[src/hw/rtl/snapshot_file_record_parser_unit_defines.svh]
// assertion macros for the snapshot file record parser
// expects clk and rst_n in the scope of each use
`ifndef SNAPSHOT_FILE_RECORD_PARSER_UNIT_DEFINES_SVH
`define SNAPSHOT_FILE_RECORD_PARSER_UNIT_DEFINES_SVH
`ifndef SYNTH
`define SFRP_ASSERT_NOW(lbl, ante, cons) \
  lbl: assert property (@(posedge clk) disable iff (!rst_n) (ante) |-> (cons)) \
    else $error("sfrp assertion failed");
`define SFRP_ASSERT_NXT(lbl, ante, cons) \
  lbl: assert property (@(posedge clk) disable iff (!rst_n) (ante) |=> (cons)) \
    else $error("sfrp assertion failed");
`else
`define SFRP_ASSERT_NOW(lbl, ante, cons)
`define SFRP_ASSERT_NXT(lbl, ante, cons)
`endif
`endif

[src/hw/rtl/sfrp_pkg.sv]
// shared types, codes and constant tables for the snapshot file record parser
// no dependencies
package sfrp_pkg;

  typedef enum logic [2:0] {
    EV_KEY       = 3'd0,
    EV_VAL       = 3'd1,
    EV_ENTRY_END = 3'd2,
    EV_FILE_END  = 3'd3,
    EV_ERROR     = 3'd4
  } event_t;

  typedef enum logic [2:0] {
    ERR_NONE   = 3'd0,
    ERR_SHORT  = 3'd1,
    ERR_HEADER = 3'd2,
    ERR_TRUNC  = 3'd3,
    ERR_LENGTH = 3'd4,
    ERR_LZF    = 3'd5,
    ERR_ENC    = 3'd6,
    ERR_TYPE   = 3'd7
  } err_t;

  typedef enum logic [8:0] {
    PH_HEADER = 9'b000000001,
    PH_OPCODE = 9'b000000010,
    PH_LEN    = 9'b000000100,
    PH_LENX   = 9'b000001000,
    PH_STR    = 9'b000010000,
    PH_INT    = 9'b000100000,
    PH_EXP    = 9'b001000000,
    PH_TYPE   = 9'b010000000,
    PH_DONE   = 9'b100000000
  } phase_t;

  typedef enum logic [2:0] {
    ROLE_AUX_KEY = 3'd0,
    ROLE_AUX_VAL = 3'd1,
    ROLE_SELECT  = 3'd2,
    ROLE_RESIZE1 = 3'd3,
    ROLE_RESIZE2 = 3'd4,
    ROLE_KEY     = 3'd5,
    ROLE_VALUE   = 3'd6
  } role_t;

  typedef enum logic [4:0] {
    ST_IDLE = 5'b00001,
    ST_TEXT = 5'b00010,
    ST_CONV = 5'b00100,
    ST_END  = 5'b01000,
    ST_TAIL = 5'b10000
  } ctl_state_t;

  localparam logic [7:0] OP_AUX     = 8'hFA;
  localparam logic [7:0] OP_RESIZE  = 8'hFB;
  localparam logic [7:0] OP_EXP_MS  = 8'hFC;
  localparam logic [7:0] OP_EXP_S   = 8'hFD;
  localparam logic [7:0] OP_SELECT  = 8'hFE;
  localparam logic [7:0] OP_EOF     = 8'hFF;
  localparam logic [7:0] TYPE_STR   = 8'h00;
  localparam logic [7:0] LEN_32     = 8'h80;
  localparam logic [7:0] LEN_64     = 8'h81;
  localparam logic [5:0] LEN_LOW    = 6'h3F;
  localparam logic [3:0] HDR_LEN    = 4'd9;
  localparam logic [3:0] DEC_TOP    = 4'd9;
  localparam logic [7:0] CHR_ZERO   = 8'h30;
  localparam logic [7:0] CHR_MINUS  = 8'h2D;
  localparam int unsigned MS_PER_S  = 1000;

  typedef struct packed {
    event_t      ev;
    logic [7:0]  text;
    logic        hx;
    logic [63:0] ms;
    err_t        code;
  } result_t;

  typedef struct packed {
    logic       step;
    logic       emit;
    logic       last;
    logic       conv_adv;
    ctl_state_t sel;
  } cmd_t;

  typedef struct packed {
    logic new_text;
    logic new_conv;
    logic new_end;
    logic new_tail;
    logic p_conv;
    logic p_end;
    logic p_tail;
    logic conv_out;
    logic conv_done;
  } sts_t;

  function automatic logic [7:0] magic_byte(input logic [3:0] idx);
    logic [7:0] r;
    unique case (idx)
      4'd0:    r = 8'h52;
      4'd1:    r = 8'h45;
      4'd2:    r = 8'h44;
      4'd3:    r = 8'h49;
      4'd4:    r = 8'h53;
      4'd5:    r = 8'h30;
      4'd6:    r = 8'h30;
      4'd7:    r = 8'h31;
      default: r = 8'h31;
    endcase
    return r;
  endfunction

  function automatic logic [31:0] pow10(input logic [3:0] k);
    logic [31:0] r;
    unique case (k)
      4'd0:    r = 32'd1;
      4'd1:    r = 32'd10;
      4'd2:    r = 32'd100;
      4'd3:    r = 32'd1000;
      4'd4:    r = 32'd10000;
      4'd5:    r = 32'd100000;
      4'd6:    r = 32'd1000000;
      4'd7:    r = 32'd10000000;
      4'd8:    r = 32'd100000000;
      default: r = 32'd1000000000;
    endcase
    return r;
  endfunction

endpackage

[src/hw/rtl/sfrp_ctrl.sv]
// sequencing state machine: accepts bytes and walks the results of each byte
// depends on sfrp_pkg
module sfrp_ctrl import sfrp_pkg::*; (
  input  logic clk,
  input  logic rst_n,
  input  logic in_valid,
  output logic in_ready,
  input  logic slot_free,
  input  sts_t sts,
  output cmd_t cmd
);

  ctl_state_t state_r, state_nxt;
  logic       rdy;

  function automatic ctl_state_t pick(input logic t, input logic c, input logic e,
                                      input logic l);
    ctl_state_t s;
    if (t) s = ST_TEXT;
    else if (c) s = ST_CONV;
    else if (e) s = ST_END;
    else if (l) s = ST_TAIL;
    else s = ST_IDLE;
    return s;
  endfunction

  always_comb begin
    cmd          = '0;
    cmd.sel      = state_r;
    state_nxt    = state_r;
    rdy          = 1'b0;
    unique case (state_r)
      ST_IDLE: begin
        rdy = 1'b1;
      end
      ST_TEXT: begin
        if (slot_free) begin
          cmd.emit  = 1'b1;
          cmd.last  = !(sts.p_conv || sts.p_end || sts.p_tail);
          state_nxt = pick(1'b0, sts.p_conv, sts.p_end, sts.p_tail);
          rdy       = cmd.last;
        end
      end
      ST_CONV: begin
        if (!sts.conv_out) begin
          cmd.conv_adv = 1'b1;
        end else if (slot_free) begin
          cmd.emit     = 1'b1;
          cmd.conv_adv = 1'b1;
          if (sts.conv_done) begin
            cmd.last  = !(sts.p_end || sts.p_tail);
            state_nxt = pick(1'b0, 1'b0, sts.p_end, sts.p_tail);
            rdy       = cmd.last;
          end
        end
      end
      ST_END: begin
        if (slot_free) begin
          cmd.emit  = 1'b1;
          cmd.last  = !sts.p_tail;
          state_nxt = pick(1'b0, 1'b0, 1'b0, sts.p_tail);
          rdy       = cmd.last;
        end
      end
      ST_TAIL: begin
        if (slot_free) begin
          cmd.emit  = 1'b1;
          cmd.last  = 1'b1;
          state_nxt = ST_IDLE;
          rdy       = 1'b1;
        end
      end
      default: begin
        state_nxt = ST_IDLE;
      end
    endcase
    cmd.step = rdy && in_valid;
    if (cmd.step) begin
      state_nxt = pick(sts.new_text, sts.new_conv, sts.new_end, sts.new_tail);
    end
  end

  assign in_ready = rdy;

  always_ff @(posedge clk) begin
    if (!rst_n) begin
      state_r <= ST_IDLE;
    end else begin
      state_r <= state_nxt;
    end
  end

endmodule

[src/hw/rtl/sfrp_datapath.sv]
// parser registers, byte decode and decimal conversion of integer strings
// depends on sfrp_pkg
module sfrp_datapath import sfrp_pkg::*; (
  input  logic       clk,
  input  logic       rst_n,
  input  logic [7:0] in_byte,
  input  logic       in_eof,
  input  cmd_t       cmd,
  output sts_t       sts,
  output result_t    res
);

  phase_t      phase_r, phase_nxt;
  logic [3:0]  hdr_idx_r, hdr_idx_nxt;
  logic        hdr_bad_r, hdr_bad_nxt;
  logic [3:0]  cnt_r, cnt_nxt;
  logic [63:0] word_r, word_nxt;
  logic [63:0] rem_r, rem_nxt;
  role_t       role_r, role_nxt;
  logic        exp_on_r, exp_on_nxt;
  logic [63:0] exp_r, exp_nxt;
  logic        err_r, err_nxt;

  // pending results of the last accepted byte
  logic        p_text_ev_r, p_text_ev_nxt;
  logic [7:0]  p_text_r, p_text_nxt;
  logic        p_conv_r, p_conv_nxt;
  logic        p_conv_ev_r, p_conv_ev_nxt;
  logic        p_end_r, p_end_nxt;
  logic        p_end_hx_r, p_end_hx_nxt;
  logic [63:0] p_end_ms_r, p_end_ms_nxt;
  logic        p_tail_r, p_tail_nxt;
  event_t      p_tail_ev_r, p_tail_ev_nxt;
  err_t        p_tail_code_r, p_tail_code_nxt;
  logic        new_text;

  // decimal conversion
  logic [31:0] mag_r, mag_nxt;
  logic [3:0]  dk_r, dk_nxt;
  logic [3:0]  dig_r, dig_nxt;
  logic        started_r, started_nxt;
  logic        neg_r, neg_nxt;

  logic [31:0] pw;
  logic        ge;

  always_comb begin
    logic        do_ld, ld_enc, do_int, do_sd, neg;
    logic [63:0] ld_val;
    logic [41:0] sec_ms;
    logic [31:0] sx;

    phase_nxt       = phase_r;
    hdr_idx_nxt     = hdr_idx_r;
    hdr_bad_nxt     = hdr_bad_r;
    cnt_nxt         = cnt_r;
    word_nxt        = word_r;
    rem_nxt         = rem_r;
    role_nxt        = role_r;
    exp_on_nxt      = exp_on_r;
    exp_nxt         = exp_r;
    err_nxt         = err_r;
    new_text        = 1'b0;
    p_text_ev_nxt   = p_text_ev_r;
    p_text_nxt      = p_text_r;
    p_conv_nxt      = p_conv_r;
    p_conv_ev_nxt   = p_conv_ev_r;
    p_end_nxt       = p_end_r;
    p_end_hx_nxt    = p_end_hx_r;
    p_end_ms_nxt    = p_end_ms_r;
    p_tail_nxt      = p_tail_r;
    p_tail_ev_nxt   = p_tail_ev_r;
    p_tail_code_nxt = p_tail_code_r;
    mag_nxt         = mag_r;
    dk_nxt          = dk_r;
    dig_nxt         = dig_r;
    started_nxt     = started_r;
    neg_nxt         = neg_r;
    do_ld           = 1'b0;
    ld_enc          = 1'b0;
    ld_val          = '0;
    do_int          = 1'b0;
    do_sd           = 1'b0;
    neg             = 1'b0;
    sec_ms          = '0;
    sx              = '0;

    // conversion steps, one compare and subtract per cycle while no digit waits on the output
    if (cmd.conv_adv) begin
      if (neg_r) begin
        neg_nxt = 1'b0;
      end else if (ge) begin
        mag_nxt = mag_r - pw;
        dig_nxt = dig_r + 4'd1;
      end else begin
        started_nxt = started_r || (dig_r != 4'd0);
        dig_nxt     = 4'd0;
        if (dk_r != 4'd0) dk_nxt = dk_r - 4'd1;
      end
    end

    if (cmd.step) begin
      p_conv_nxt = 1'b0;
      p_end_nxt  = 1'b0;
      p_tail_nxt = 1'b0;
      if (!err_r && phase_r != PH_DONE) begin
        unique case (phase_r)
          PH_HEADER: begin
            if (in_byte != magic_byte(hdr_idx_r)) hdr_bad_nxt = 1'b1;
            hdr_idx_nxt = hdr_idx_r + 4'd1;
            if (hdr_idx_nxt >= HDR_LEN) begin
              if (hdr_bad_nxt) begin
                err_nxt = 1'b1; p_tail_nxt = 1'b1;
                p_tail_ev_nxt = EV_ERROR; p_tail_code_nxt = ERR_HEADER;
              end else begin
                phase_nxt = PH_OPCODE;
              end
            end
          end
          PH_OPCODE: begin
            if (in_byte == OP_EOF) begin
              p_tail_nxt = 1'b1; p_tail_ev_nxt = EV_FILE_END;
              p_tail_code_nxt = ERR_NONE;
              phase_nxt = PH_DONE;
            end else if (in_byte == OP_AUX) begin
              role_nxt = ROLE_AUX_KEY; phase_nxt = PH_LEN;
            end else if (in_byte == OP_SELECT) begin
              role_nxt = ROLE_SELECT; phase_nxt = PH_LEN;
            end else if (in_byte == OP_RESIZE) begin
              role_nxt = ROLE_RESIZE1; phase_nxt = PH_LEN;
            end else if (in_byte == OP_EXP_MS || in_byte == OP_EXP_S) begin
              rem_nxt   = (in_byte == OP_EXP_MS) ? 64'd8 : 64'd4;
              cnt_nxt   = 4'd0;
              exp_nxt   = '0;
              phase_nxt = PH_EXP;
            end else if (in_byte == TYPE_STR) begin
              role_nxt = ROLE_KEY; phase_nxt = PH_LEN;
            end else begin
              err_nxt = 1'b1; p_tail_nxt = 1'b1;
              p_tail_ev_nxt = EV_ERROR; p_tail_code_nxt = ERR_TYPE;
            end
          end
          PH_TYPE: begin
            if (in_byte == TYPE_STR) begin
              role_nxt = ROLE_KEY; phase_nxt = PH_LEN;
            end else begin
              err_nxt = 1'b1; p_tail_nxt = 1'b1;
              p_tail_ev_nxt = EV_ERROR; p_tail_code_nxt = ERR_TYPE;
            end
          end
          PH_EXP: begin
            exp_nxt = exp_r | (64'(in_byte) << {cnt_r[2:0], 3'b000});
            cnt_nxt = cnt_r + 4'd1;
            if ({60'd0, cnt_nxt} >= rem_r) begin
              if (rem_r == 64'd4) begin
                sec_ms  = 42'(exp_nxt[31:0]) * 42'(MS_PER_S);
                exp_nxt = {22'd0, sec_ms};
              end
              exp_on_nxt = 1'b1;
              cnt_nxt    = 4'd0;
              phase_nxt  = PH_TYPE;
            end
          end
          PH_LEN: begin
            if (in_byte[7:6] == 2'b00) begin
              do_ld = 1'b1; ld_val = {58'd0, in_byte[5:0] & LEN_LOW};
            end else if (in_byte[7:6] == 2'b01) begin
              word_nxt = {58'd0, in_byte[5:0] & LEN_LOW};
              cnt_nxt = 4'd1; phase_nxt = PH_LENX;
            end else if (in_byte == LEN_32 || in_byte == LEN_64) begin
              word_nxt = '0;
              cnt_nxt = (in_byte == LEN_32) ? 4'd4 : 4'd8;
              phase_nxt = PH_LENX;
            end else if (in_byte[7:6] == 2'b11) begin
              do_ld = 1'b1; ld_enc = 1'b1; ld_val = {58'd0, in_byte[5:0] & LEN_LOW};
            end else begin
              err_nxt = 1'b1; p_tail_nxt = 1'b1;
              p_tail_ev_nxt = EV_ERROR; p_tail_code_nxt = ERR_LENGTH;
            end
          end
          PH_LENX: begin
            word_nxt = {word_r[55:0], in_byte};
            if (cnt_r != 4'd0) cnt_nxt = cnt_r - 4'd1;
            if (cnt_nxt == 4'd0) begin
              do_ld = 1'b1; ld_val = word_nxt;
            end
          end
          PH_STR: begin
            if (role_r == ROLE_KEY || role_r == ROLE_VALUE) begin
              new_text      = 1'b1;
              p_text_ev_nxt = (role_r == ROLE_VALUE);
              p_text_nxt    = in_byte;
            end
            rem_nxt = rem_r - 64'd1;
            if (rem_nxt == 64'd0) do_sd = 1'b1;
          end
          PH_INT: begin
            word_nxt = word_r | (64'(in_byte) << {cnt_r[1:0], 3'b000});
            cnt_nxt  = cnt_r + 4'd1;
            if ({60'd0, cnt_nxt} >= rem_r) begin
              cnt_nxt = 4'd0;
              do_int  = 1'b1;
            end
          end
          default: begin
          end
        endcase

        // length prefix complete
        if (do_ld) begin
          if (role_r == ROLE_SELECT || role_r == ROLE_RESIZE2) begin
            phase_nxt = PH_OPCODE;
          end else if (role_r == ROLE_RESIZE1) begin
            role_nxt = ROLE_RESIZE2; phase_nxt = PH_LEN;
          end else if (!ld_enc) begin
            if (ld_val == 64'd0) begin
              do_sd = 1'b1;
            end else begin
              rem_nxt = ld_val; phase_nxt = PH_STR;
            end
          end else if (ld_val <= 64'd2) begin
            rem_nxt   = (ld_val == 64'd0) ? 64'd1 : (ld_val == 64'd1) ? 64'd2 : 64'd4;
            cnt_nxt   = 4'd0;
            word_nxt  = '0;
            phase_nxt = PH_INT;
          end else begin
            err_nxt = 1'b1; p_tail_nxt = 1'b1; p_tail_ev_nxt = EV_ERROR;
            p_tail_code_nxt = (ld_val == 64'd3) ? ERR_LZF : ERR_ENC;
          end
        end

        // integer string complete: sign extend, and for a key or value start the conversion
        if (do_int) begin
          if (rem_r == 64'd1) sx = {{24{word_nxt[7]}}, word_nxt[7:0]};
          else if (rem_r == 64'd2) sx = {{16{word_nxt[15]}}, word_nxt[15:0]};
          else sx = word_nxt[31:0];
          neg = sx[31];
          if (role_r == ROLE_KEY || role_r == ROLE_VALUE) begin
            p_conv_nxt    = 1'b1;
            p_conv_ev_nxt = (role_r == ROLE_VALUE);
            mag_nxt       = neg ? (32'd0 - sx) : sx;
            dk_nxt        = DEC_TOP;
            dig_nxt       = 4'd0;
            started_nxt   = 1'b0;
            neg_nxt       = neg;
          end
          do_sd = 1'b1;
        end

        // string complete
        if (do_sd) begin
          unique case (role_r)
            ROLE_AUX_KEY: begin
              role_nxt = ROLE_AUX_VAL; phase_nxt = PH_LEN;
            end
            ROLE_KEY: begin
              role_nxt = ROLE_VALUE; phase_nxt = PH_LEN;
            end
            ROLE_VALUE: begin
              p_end_nxt    = 1'b1;
              p_end_hx_nxt = exp_on_r;
              p_end_ms_nxt = exp_on_r ? exp_nxt : 64'd0;
              exp_on_nxt   = 1'b0;
              exp_nxt      = '0;
              phase_nxt    = PH_OPCODE;
            end
            default: begin
              phase_nxt = PH_OPCODE;
            end
          endcase
        end

        // end of file handling
        if (in_eof && !err_nxt && phase_nxt != PH_DONE) begin
          p_tail_nxt = 1'b1;
          if (phase_nxt == PH_HEADER) begin
            err_nxt = 1'b1; p_tail_ev_nxt = EV_ERROR; p_tail_code_nxt = ERR_SHORT;
          end else if (phase_nxt == PH_OPCODE) begin
            p_tail_ev_nxt = EV_FILE_END; p_tail_code_nxt = ERR_NONE;
          end else begin
            err_nxt = 1'b1; p_tail_ev_nxt = EV_ERROR; p_tail_code_nxt = ERR_TRUNC;
          end
        end
        if (in_eof && !err_nxt) phase_nxt = PH_DONE;
      end
    end
  end

  assign pw = pow10(dk_r);
  assign ge = (mag_r >= pw);

  always_comb begin
    sts           = '0;
    sts.new_text  = new_text;
    sts.new_conv  = cmd.step && p_conv_nxt;
    sts.new_end   = cmd.step && p_end_nxt;
    sts.new_tail  = cmd.step && p_tail_nxt;
    sts.p_conv    = p_conv_r;
    sts.p_end     = p_end_r;
    sts.p_tail    = p_tail_r;
    sts.conv_out  = neg_r || (!ge && (started_r || dig_r != 4'd0 || dk_r == 4'd0));
    sts.conv_done = !neg_r && !ge && (dk_r == 4'd0);
  end

  always_comb begin
    res = '0;
    unique case (cmd.sel)
      ST_TEXT: begin
        res.ev   = p_text_ev_r ? EV_VAL : EV_KEY;
        res.text = p_text_r;
      end
      ST_CONV: begin
        res.ev   = p_conv_ev_r ? EV_VAL : EV_KEY;
        res.text = neg_r ? CHR_MINUS : (CHR_ZERO | {4'd0, dig_r});
      end
      ST_END: begin
        res.ev = EV_ENTRY_END;
        res.hx = p_end_hx_r;
        res.ms = p_end_ms_r;
      end
      ST_TAIL: begin
        res.ev   = p_tail_ev_r;
        res.code = p_tail_code_r;
      end
      default: begin
      end
    endcase
  end

  always_ff @(posedge clk) begin
    if (!rst_n) begin
      phase_r   <= PH_HEADER;
      hdr_idx_r <= '0;
      hdr_bad_r <= 1'b0;
      cnt_r     <= '0;
      word_r    <= '0;
      rem_r     <= '0;
      role_r    <= ROLE_AUX_KEY;
      exp_on_r  <= 1'b0;
      exp_r     <= '0;
      err_r     <= 1'b0;
      p_conv_r  <= 1'b0;
      p_end_r   <= 1'b0;
      p_tail_r  <= 1'b0;
      neg_r     <= 1'b0;
    end else begin
      phase_r   <= phase_nxt;
      hdr_idx_r <= hdr_idx_nxt;
      hdr_bad_r <= hdr_bad_nxt;
      cnt_r     <= cnt_nxt;
      word_r    <= word_nxt;
      rem_r     <= rem_nxt;
      role_r    <= role_nxt;
      exp_on_r  <= exp_on_nxt;
      exp_r     <= exp_nxt;
      err_r     <= err_nxt;
      p_conv_r  <= p_conv_nxt;
      p_end_r   <= p_end_nxt;
      p_tail_r  <= p_tail_nxt;
      neg_r     <= neg_nxt;
    end
  end

  always_ff @(posedge clk) begin
    p_text_ev_r   <= p_text_ev_nxt;
    p_text_r      <= p_text_nxt;
    p_conv_ev_r   <= p_conv_ev_nxt;
    p_end_hx_r    <= p_end_hx_nxt;
    p_end_ms_r    <= p_end_ms_nxt;
    p_tail_ev_r   <= p_tail_ev_nxt;
    p_tail_code_r <= p_tail_code_nxt;
    mag_r         <= mag_nxt;
    dk_r          <= dk_nxt;
    dig_r         <= dig_nxt;
    started_r     <= started_nxt;
  end

endmodule

[src/hw/rtl/snapshot_file_record_parser_unit.sv]
// top level of the snapshot file record parser: ports, output register, checks
// depends on sfrp_pkg, sfrp_ctrl, sfrp_datapath and the defines header
//
// Parses a key-value snapshot file presented one byte per item on the in_
// stream (in_tlast marks the final byte) and produces key bytes, value bytes,
// entry-end items with the expiry, a file-end item or a single error item on
// the out_ stream. A byte that yields no result or one result is taken every
// cycle while the output keeps draining. A byte that yields several results
// occupies the block until its results are loaded one after another; an
// integer-encoded string additionally runs a decimal conversion by repeated
// compare-and-subtract against powers of ten. One output register parts the
// two sides, so a new byte is taken in the cycle its predecessor's last
// result is loaded. After an error or the end of the file all further bytes
// are taken and dropped until reset.
`include "snapshot_file_record_parser_unit_defines.svh"
module snapshot_file_record_parser_unit import sfrp_pkg::*; (
  input  logic        clk,
  input  logic        rst_n,
  input  logic        in_tvalid,
  output logic        in_tready,
  input  logic [7:0]  in_tdata,   // data_byte [7:0]
  input  logic        in_tlast,   // end_of_file
  output logic        out_tvalid,
  input  logic        out_tready,
  output logic [79:0] out_tdata,  // text_byte [7:0], has_expiry [8], expiry_time [72:9],
                                  // error_code [75:73], zero fill [79:76]
  output logic [2:0]  out_tuser,  // event_res [2:0]
  output logic        out_tlast   // last
);

  cmd_t    cmd;
  sts_t    sts;
  result_t res;
  logic    slot_free;

  // single output register
  logic    out_valid_r;
  result_t out_res_r;
  logic    out_last_r;

  assign slot_free = !out_valid_r || out_tready;

  sfrp_ctrl u_ctrl (
    .clk       (clk),
    .rst_n     (rst_n),
    .in_valid  (in_tvalid),
    .in_ready  (in_tready),
    .slot_free (slot_free),
    .sts       (sts),
    .cmd       (cmd)
  );

  sfrp_datapath u_dp (
    .clk     (clk),
    .rst_n   (rst_n),
    .in_byte (in_tdata),
    .in_eof  (in_tlast),
    .cmd     (cmd),
    .sts     (sts),
    .res     (res)
  );

  always_ff @(posedge clk) begin
    if (!rst_n) begin
      out_valid_r <= 1'b0;
    end else if (cmd.emit) begin
      out_valid_r <= 1'b1;
    end else if (out_tready) begin
      out_valid_r <= 1'b0;
    end
  end

  always_ff @(posedge clk) begin
    if (cmd.emit) begin
      out_res_r  <= res;
      out_last_r <= cmd.last;
    end
  end

  assign out_tvalid = out_valid_r;
  assign out_tdata  = {4'd0, out_res_r.code, out_res_r.ms, out_res_r.hx, out_res_r.text};
  assign out_tuser  = out_res_r.ev;
  assign out_tlast  = out_last_r;

  // file end and error always close the results of their byte
  `SFRP_ASSERT_NOW(a_tail_last, out_valid_r && (out_res_r.ev == EV_FILE_END ||
    out_res_r.ev == EV_ERROR), out_last_r)
  // error code only on error items, and never zero there
  `SFRP_ASSERT_NOW(a_code_err, out_valid_r, (out_res_r.ev == EV_ERROR) ==
    (out_res_r.code != ERR_NONE))
  // text byte only on key and value items
  `SFRP_ASSERT_NOW(a_text_zero, out_valid_r && out_res_r.ev != EV_KEY &&
    out_res_r.ev != EV_VAL, out_res_r.text == 8'd0)
  // a loaded result is never overwritten before it is taken
  `SFRP_ASSERT_NOW(a_no_overrun, cmd.emit, slot_free)

endmodule

[config.mk]
export PLATFORM = sky130hd
export DESIGN_NAME = snapshot_file_record_parser_unit
export DESIGN_NICKNAME = d
export VERILOG_FILES = /design/src/hw/rtl/sfrp_pkg.sv /design/src/hw/rtl/sfrp_ctrl.sv /design/src/hw/rtl/sfrp_datapath.sv /design/src/hw/rtl/snapshot_file_record_parser_unit.sv
export VERILOG_INCLUDE_DIRS = /design/src /design/src/hw/rtl
export SDC_FILE = /design/constraint.sdc
export NUM_CORES = 2
export LEC_CHECK = 0
export ABC_CLOCK_PERIOD_IN_PS = 6550
export BUFFER_PORTS_ARGS = -buffer_cell sky130_fd_sc_hd__clkbuf_2
export CAP_MARGIN = 30
export CORE_UTILIZATION = 50
export CTS_CLUSTER_DIAMETER = 100
export DETAILED_ROUTE_END_ITERATION = 12
export PLACE_DENSITY = 0.73
export SYNTH_ARGS = -nofsm -noshare
export SYNTH_HDL_FRONTEND = slang
export SYNTH_SLANG_ARGS = --single-unit
[constraint.sdc]
create_clock -name clk -period 6.55 [get_ports clk]
set_clock_uncertainty 0.05 [all_clocks]
set_input_delay 0.3275 -clock clk [delete_from_list [all_inputs] [get_ports clk]]
set_output_delay 0.3275 -clock clk [all_outputs]
set_load 0.01 [all_outputs]
# ---- Word level (Yosys, flattened, before mapping)
# Memories as Yosys holds them, arrays and structs flattened. A register that Yosys moved wholly into a read port is not among the register bits.
# Cells that the tools add are included.
dict set report classes {
  add_sub_neg 8
  multipliers 1
  n_div 0
  n_lt_le_gt_ge 4
  n_eq_ne 45
  n_shift 2
  n_mux 315
  bitwise 2
  reduce_logical 50
}
# operator n
set op_table {}
lappend op_table {{64-bit 2-to-1 mux} 35}
lappend op_table {{32-bit 2-to-1 mux} 13}
lappend op_table {{64-bit one-hot mux with 2 select lines} 3}
lappend op_table {{9-bit 2-to-1 mux} 22}
lappend op_table {{64-bit one-hot mux with 3 select lines} 1}
lappend op_table {{3-bit 2-to-1 mux} 54}
lappend op_table {{4-bit 2-to-1 mux} 35}
lappend op_table {{64-bit by 1-bit equality test with 1-bit output (second input constant)} 2}
lappend op_table {{64-bit by 2-bit equality test with 1-bit output (second input constant)} 2}
lappend op_table {{64-bit zero test} 2}
lappend op_table {{64-bit OR} 2}
lappend op_table {{1-bit 2-to-1 mux} 112}
lappend op_table {{5-bit 2-to-1 mux} 15}
lappend op_table {{64-bit by 3-bit equality test with 1-bit output (second input constant)} 1}
lappend op_table {{8-bit equality test (second input constant)} 8}
lappend op_table {{4-bit by 64-bit greater-or-equal comparator with 1-bit output} 1}
lappend op_table {{64-bit by 2-bit less-or-equal comparator with 1-bit output (second input constant)} 1}
lappend op_table {{8-bit by 5-bit left shift with 64-bit output} 1}
lappend op_table {{8-bit by 6-bit left shift with 64-bit output} 1}
lappend op_table {{64-bit by 1-bit subtractor with 64-bit output (second input constant)} 1}
lappend op_table {{9-bit one-hot mux with 5 select lines} 1}
lappend op_table {{32-bit by 7-bit multiplier with 39-bit output (second input constant)} 1}
lappend op_table {{3-bit one-hot mux with 4 select lines} 3}
lappend op_table {{32-bit greater-or-equal comparator} 1}
lappend op_table {{other kinds (52)} 109}
dict set report word_totals {
  ff_bits 427
  latchBits 0
  ramBits 0
  mem_bits_ro 536
  inputBits 13
  out_inout_bits 86
  elab_cells 462
  memories 2
}
# name words word_bits read_ports rd_ports_with_merged_regs wr line
set mem_list {}
lappend mem_list {{(name not given)} 16 30 1 1 0 sfrp_pkg.sv:116} ;# unique case (k)
lappend mem_list {{(name not given)} 8 7 1 1 0 sfrp_pkg.sv:100} ;# unique case (idx)

# ---- Longest topological paths before layout
dict set report depth {
  ltp_word 38
  depth_mapped 25
  mapped_depth_nobuf 22
}

# ---- By module
# A second synthesis with hierarchy kept.
dict set report hier_totals {
  cells_unflattened 3955
  hier_area_um2 33098.0
}
# module n_inst cells_per_inst area_per_inst_um2 seq_area_each_um2
set modules_own_cells {}
lappend modules_own_cells {sfrp_datapath 1 3789 30017.5 8057.7}
lappend modules_own_cells {snapshot_file_record_parser_unit 1 89 2484.9 2422.3}
lappend modules_own_cells {sfrp_ctrl 1 77 595.6 100.1}

# ---- Worst setup path after synthesis
# No wires, ideal clock.
dict set report synth_path {
  kind {flip-flop to flip-flop}
  from {register u_dp.cnt_r[0]}
  to {register u_dp.p_end_ms_r[40] (data pin)}
  setup_time_ns 0.140
  t_arrival_ns 6.363
  required_ns 6.360
  slack_ns -0.002
  path_stages_with_launch 25
  n_path_buf 3
  synth_period_minus_slack_ns 6.552
  path_cell_list {dfxtp_1 > clkbuf_1 > clkbuf_1 > nor3_1 > a21o_1 > inv_1 > fa_1 > inv_1 > fa_1 > fa_1 > inv_1 > fa_1 > inv_1 > ha_1 > clkbuf_1 > a21oi_1 > o21ai_0 > o2bb2ai_1 > or3_1 > o221a_2 > o211a_1 > a311oi_1 > mux2_2 > and4_1 > nor2_1}
}
dict set report synth_between {
  elab_chain_len 6
  elab_cells_between_ends 8
  cone_classes {1 x add/sub; 1 x mul; 1 x order compare; 1 x shift; 3 x mux; 1 x bitwise}
}
# element line
set synth_lines {}
lappend synth_lines {{from (decl)} sfrp_datapath.sv:16} ;# logic [3:0] cnt_r, cnt_nxt;
lappend synth_lines {{from (signal assigned)} sfrp_datapath.sv:350} ;# cnt_r <= cnt_nxt;
lappend synth_lines {{8-bit by 6-bit left shift with 64-bit output} sfrp_datapath.sv:152} ;# exp_nxt = exp_r | (64'(in_byte) << {cnt_r[2:0], 3'b000});
lappend synth_lines {{64-bit OR} sfrp_datapath.sv:152}
lappend synth_lines {{32-bit by 7-bit multiplier with 39-bit output} sfrp_datapath.sv:156} ;# sec_ms = 42'(exp_nxt[31:0]) * 42'(MS_PER_S);
lappend synth_lines {{64-bit 2-to-1 mux} sfrp_datapath.sv:155} ;# if (rem_r == 64'd4) begin
lappend synth_lines {{64-bit 2-to-1 mux (*)} sfrp_datapath.sv:154} ;# if ({60'd0, cnt_nxt} >= rem_r) begin
lappend synth_lines {{64-bit one-hot mux with 2 select lines (*)} sfrp_datapath.sv:107} ;# unique case (phase_r)
lappend synth_lines {{to (signal assigned)} sfrp_datapath.sv:369} ;# p_end_ms_r <= p_end_ms_nxt;
lappend synth_lines {{to (decl)} sfrp_datapath.sv:31} ;# logic [63:0] p_end_ms_r, p_end_ms_nxt;
# Every way passes the cells marked *; elsewhere a longest branch is shown, timed or not.
# A chain may end at the register's enable or synchronous reset.

# ---- Worst setup path after layout
dict set report layout_path {
  from {register u_dp.cnt_r[1]}
  to {register u_dp.p_end_ms_r[40] (data pin)}
}
# The elaborated chain is that of the path after synthesis.

==> metrics.md <==
| Metric | Value |
|---|---|
| Max-slew headroom | 29.0% |
| Hold_ws | 0.0704 ns |
| PwrDens | 297 nW/um2 |
| DRT Pass-1 Iters | 6 |
| Pin count of the biggest net entering global routing | 84 |
| Placement Cell Area | 34000 um2 |
| Chip width | 256 um |
| Slew Limit Fails | 0 |
| Clock Path Buffers | 3 |
| Final wirelength | 109 mm |
| GRT Total Usage | 32.4% |
| FF-to-FF End | u_dp.p_end_ms_r[40]$_SDFFCE_PN0P_ |
| Setup violators final | 0 |
| Maxcap violations | 0 |
| Antenna violations before repair | 4 |
| Antenna-violating nets left | 0 |
| Crit path kind | flip-flop to flip-flop |
| Yosys reg bits | 448 |
| Clock root buffer | clkbuf_16 |
| Post-synthesis adder-cell area fraction | 12.8% |
| Status | finished, final reports clean |
| Largest family of logic cells by synthesized area | compound AO/OA/AOI/OAI gates |
| Mapped Cells | 3929 |
| Layout cells sized above 1 | 11.0% |
| Core footprint | 63400 um2 |
| Post-Synth XOR/XNOR Area | 2.76% |
| Starting Density | 51.0% |
| WP data required | 6.97 ns |
| Final RePlAce weighted congestion | 1.04 |
| CTS tree | built |
| Mapped Area | 32300 um2 |
| Post-synth EDFFs | 161 |
| Worst reg2reg path depth | 24 |
| DR iter-0 viols | 3701 |
| Worst Setup EP | u_dp.p_end_ms_r[40]$_SDFFCE_PN0P_ |
| H-tree levels | 2 |
| Vias per cell | 6.38 |
| Post-synthesis compound-gate area fraction | 22.5% |
| Global route overflow | 0 |
| Netlist cell types | 102 |
| CP startpoint kind | flip-flop |
| Routed len/inst | 22.3 um |
| Most frequent cells in the layout | 413 x nor2_1, 366 x a21oi_1, 285 x dfxtp_1, 279 x inv_1, 276 x nand2_1 |
| CTS Sinks | 448 |
| Mapped Avg Cell Area | 8.23 um2 |
| Worst Setup End Kind | flip-flop |
| R2R Setup Slk | 0.29 ns |
| Power Total | 10.7 mW |
| DP Worst Slack | 0.0187 ns |
| Worst-path clk slew | 0.06 ns |
| Primary FF master, synth | dfxtp_1 |
| DRC viols | 0 |
| Mux cell area share after synthesis | 0.356% |
| Lkg Pwr | 14.6 nW |
| Row cnt | 92 |
| I/O Buffers | 94 |
| Ys Warns | 0 |
| Largest area contributor in the synthesized netlist | dfxtp_1 |
| Final Hold Viols | 0 |
| Number of global-route vias before repair | 29.2k |
| Tcrit/Tclk final | 95.6% |
| First-pass GRT wire length | 170 mm |
| Setup TNS | 0 ns |
| Hold Crit Depth | 1 |
| Post-synthesis sequential area ratio | 32.7% |
| Die Footprint | 65700 um2 |
| Final HPWL DP | 79.0 mm |
| Design area | 36000 um2 |
| Die extent in y | 256 um |
| Worst min-delay path category | primary input to flip-flop |
| Ys async rst share | 0% |
| Worst Slack Setup Final | 0.290 ns |
| Post-Synth Simple-Gate Area | 22.2% |
| F_max | 160 MHz |
| Max FO, Critical Path | 11 |
| Worst vdd ir | 0.000258 V |
| Syn-to-layout area delta | 11.3% |
| Worst-Skew Late Latency | 0.62 ns |
| Reg2reg start | u_dp.cnt_r[1]$_SDFFE_PN0P_ |
| Nets | 4241 |
| Critical Path Start | u_dp.cnt_r[1]$_SDFFE_PN0P_ |
| Final core occ | 56.7% |
| Synth area leaders | dfxtp_1 18%, edfxtp_1 15%, fa_1 7.4% |
| Share of the synthesized area in the top cell type | 17.8% |
| CTS Buf Count | 51 |
| Worst-margin pin slew | 1.06 ns |
| Vias after detailed routing | 31.0k |
| Most common cell after layout, fill and taps aside | nor2_1 |
| # IOs | 99 |
| Non-Filler Instances | 4858 |
| Total placed cells including tap cells | 4750 |
| Final min period | 6.26 ns |
| Worst EP arrival | 6.68 ns |
state kept, by name (all words and copies together), names as in the netlist, 5 cells and up, named ones only:
register	cells
u_dp.exp_r	64
u_dp.phase_r	9
u_dp.pw	23
u_dp.p_end_ms_r	64
u_dp.word_r	56
out_tdata	76
u_dp.rem_r	64
u_ctrl.state_r	5
u_dp.mag_r	32
u_dp.p_text_r	8
area by class of cell:
| class | count | area [um2] |
|---|---|---|
| antenna | 1 | 2.50 |
| clock buffer | 69 | 1480 |
| clock inverter | 27 | 298 |
| fill | 5711 | 27500 |
| inverter | 289 | 1090 |
| multi-input combinational | 2932 | 19800 |
| sequential | 448 | 10600 |
| tap | 846 | 1060 |
| timing repair buffer | 246 | 1660 |
worst max-delay path: stages, from the launching register on:
cell and delay (ns):
dfxtp_2 0.38, buf_4 0.19, inv_1 0.08, nor3_2 0.21, a21o_1 0.23, inv_2 0.11
fa_1 0.54, inv_1 0.05, fa_1 0.49, fa_1 0.55, inv_1 0.06, fa_1 0.50
inv_1 0.05, ha_1 0.37, nand4_1 0.17, nor2_1 0.07, o2bb2ai_1 0.13, or3_1 0.34
o221a_2 0.28, o211a_4 0.25, a311oi_2 0.23, buf_4 0.16, mux2_2 0.32, and4_1 0.19
nor2_1 0.08
routing by layer:
metal / part of all wire [%] / wire length [um] / track usage (%) / up-vias
li1: - / - / - / 14200
met1: 41 / 44300 / 43.6 / 14800
met2: 45 / 48900 / 50.9 / 1594
met3: 9.0 / 9800 / 5.32 / 329
met4: 5.1 / 5500 / 15.1 / 2
met5: 0.012 / 13 / 0 / -
Yosys cell counts (all sizes together), types with 8 or more instances:
master,count
nor3,164
edfxtp,161
nand4,46
and2,107
nand2,277
or3,33
a22oi,61
buf,45
a21o,50
a22o,19
nand4b,17
xnor2,50
o21bai,18
nand3,90
ha,141
and4,19
fa,119
nor2b,18
a31oi,61
a311oi,15
o211ai,24
or4,23
o21ai,236
a41oi,8
xor2,52
a21oi,370
o22ai,14
a21boi,10
nor4,72
a211oi,77
inv,286
a222oi,18
nand3b,14
dfxtp,287
or2,21
o2bb2ai,9
nand2b,33
and3,26
a221oi,10
o21a,31
nor2,418
o31ai,23
nor3b,13
clkbuf,218
worst min path at each step:
stage	slack [ns]	startpoint	to
3_5_place_dp	0.40	u_dp.exp_r[32]$_SDFFE_PN0P_	u_dp.exp_r[32]$_SDFFE_PN0P_
5_1_grt	0.05	in_tdata[4]	u_dp.p_text_r[4]$_DFFE_PP_
2_1_floorplan	0.38	u_dp.exp_r[35]$_SDFFE_PN0P_	u_dp.exp_r[35]$_SDFFE_PN0P_
3_3_place_gp	0.39	u_dp.exp_r[32]$_SDFFE_PN0P_	u_dp.exp_r[32]$_SDFFE_PN0P_
6_report	0.07	in_tdata[4]	u_dp.p_text_r[4]$_DFFE_PP_
4_1_cts	0.03	in_tdata[4]	u_dp.p_text_r[4]$_DFFE_PP_
cell families after synthesis:
| kind of cell | after synthesis |
|---|---|
| AOI/OAI and AO/OA | 1141 |
| other | 1 |
| DFF | 448 |
| adders and majority gates | 260 |
| xor gates and xnor gates | 102 |
| and+or+nand+nor | 1414 |
| muxes | 11 |
| buffers and inverters | 552 |
where the power goes:
group,internal [mW],total [mW],switching (mW),leakage (nW)
combinational,1.33,3.92,2.59,9.98
sequential,3.21,3.71,0.502,3.77
clock,1.79,3.05,1.26,0.876
timing repair:
action,4_1_cts,5_1_grt
pin swaps,0,9
hold buffers,4,0
buffers inserted,0,7
gates resized for setup,1,33
hold endpoints to repair,4,0
setup endpoints to repair,3,35
(Power assumes the default switching activity.)
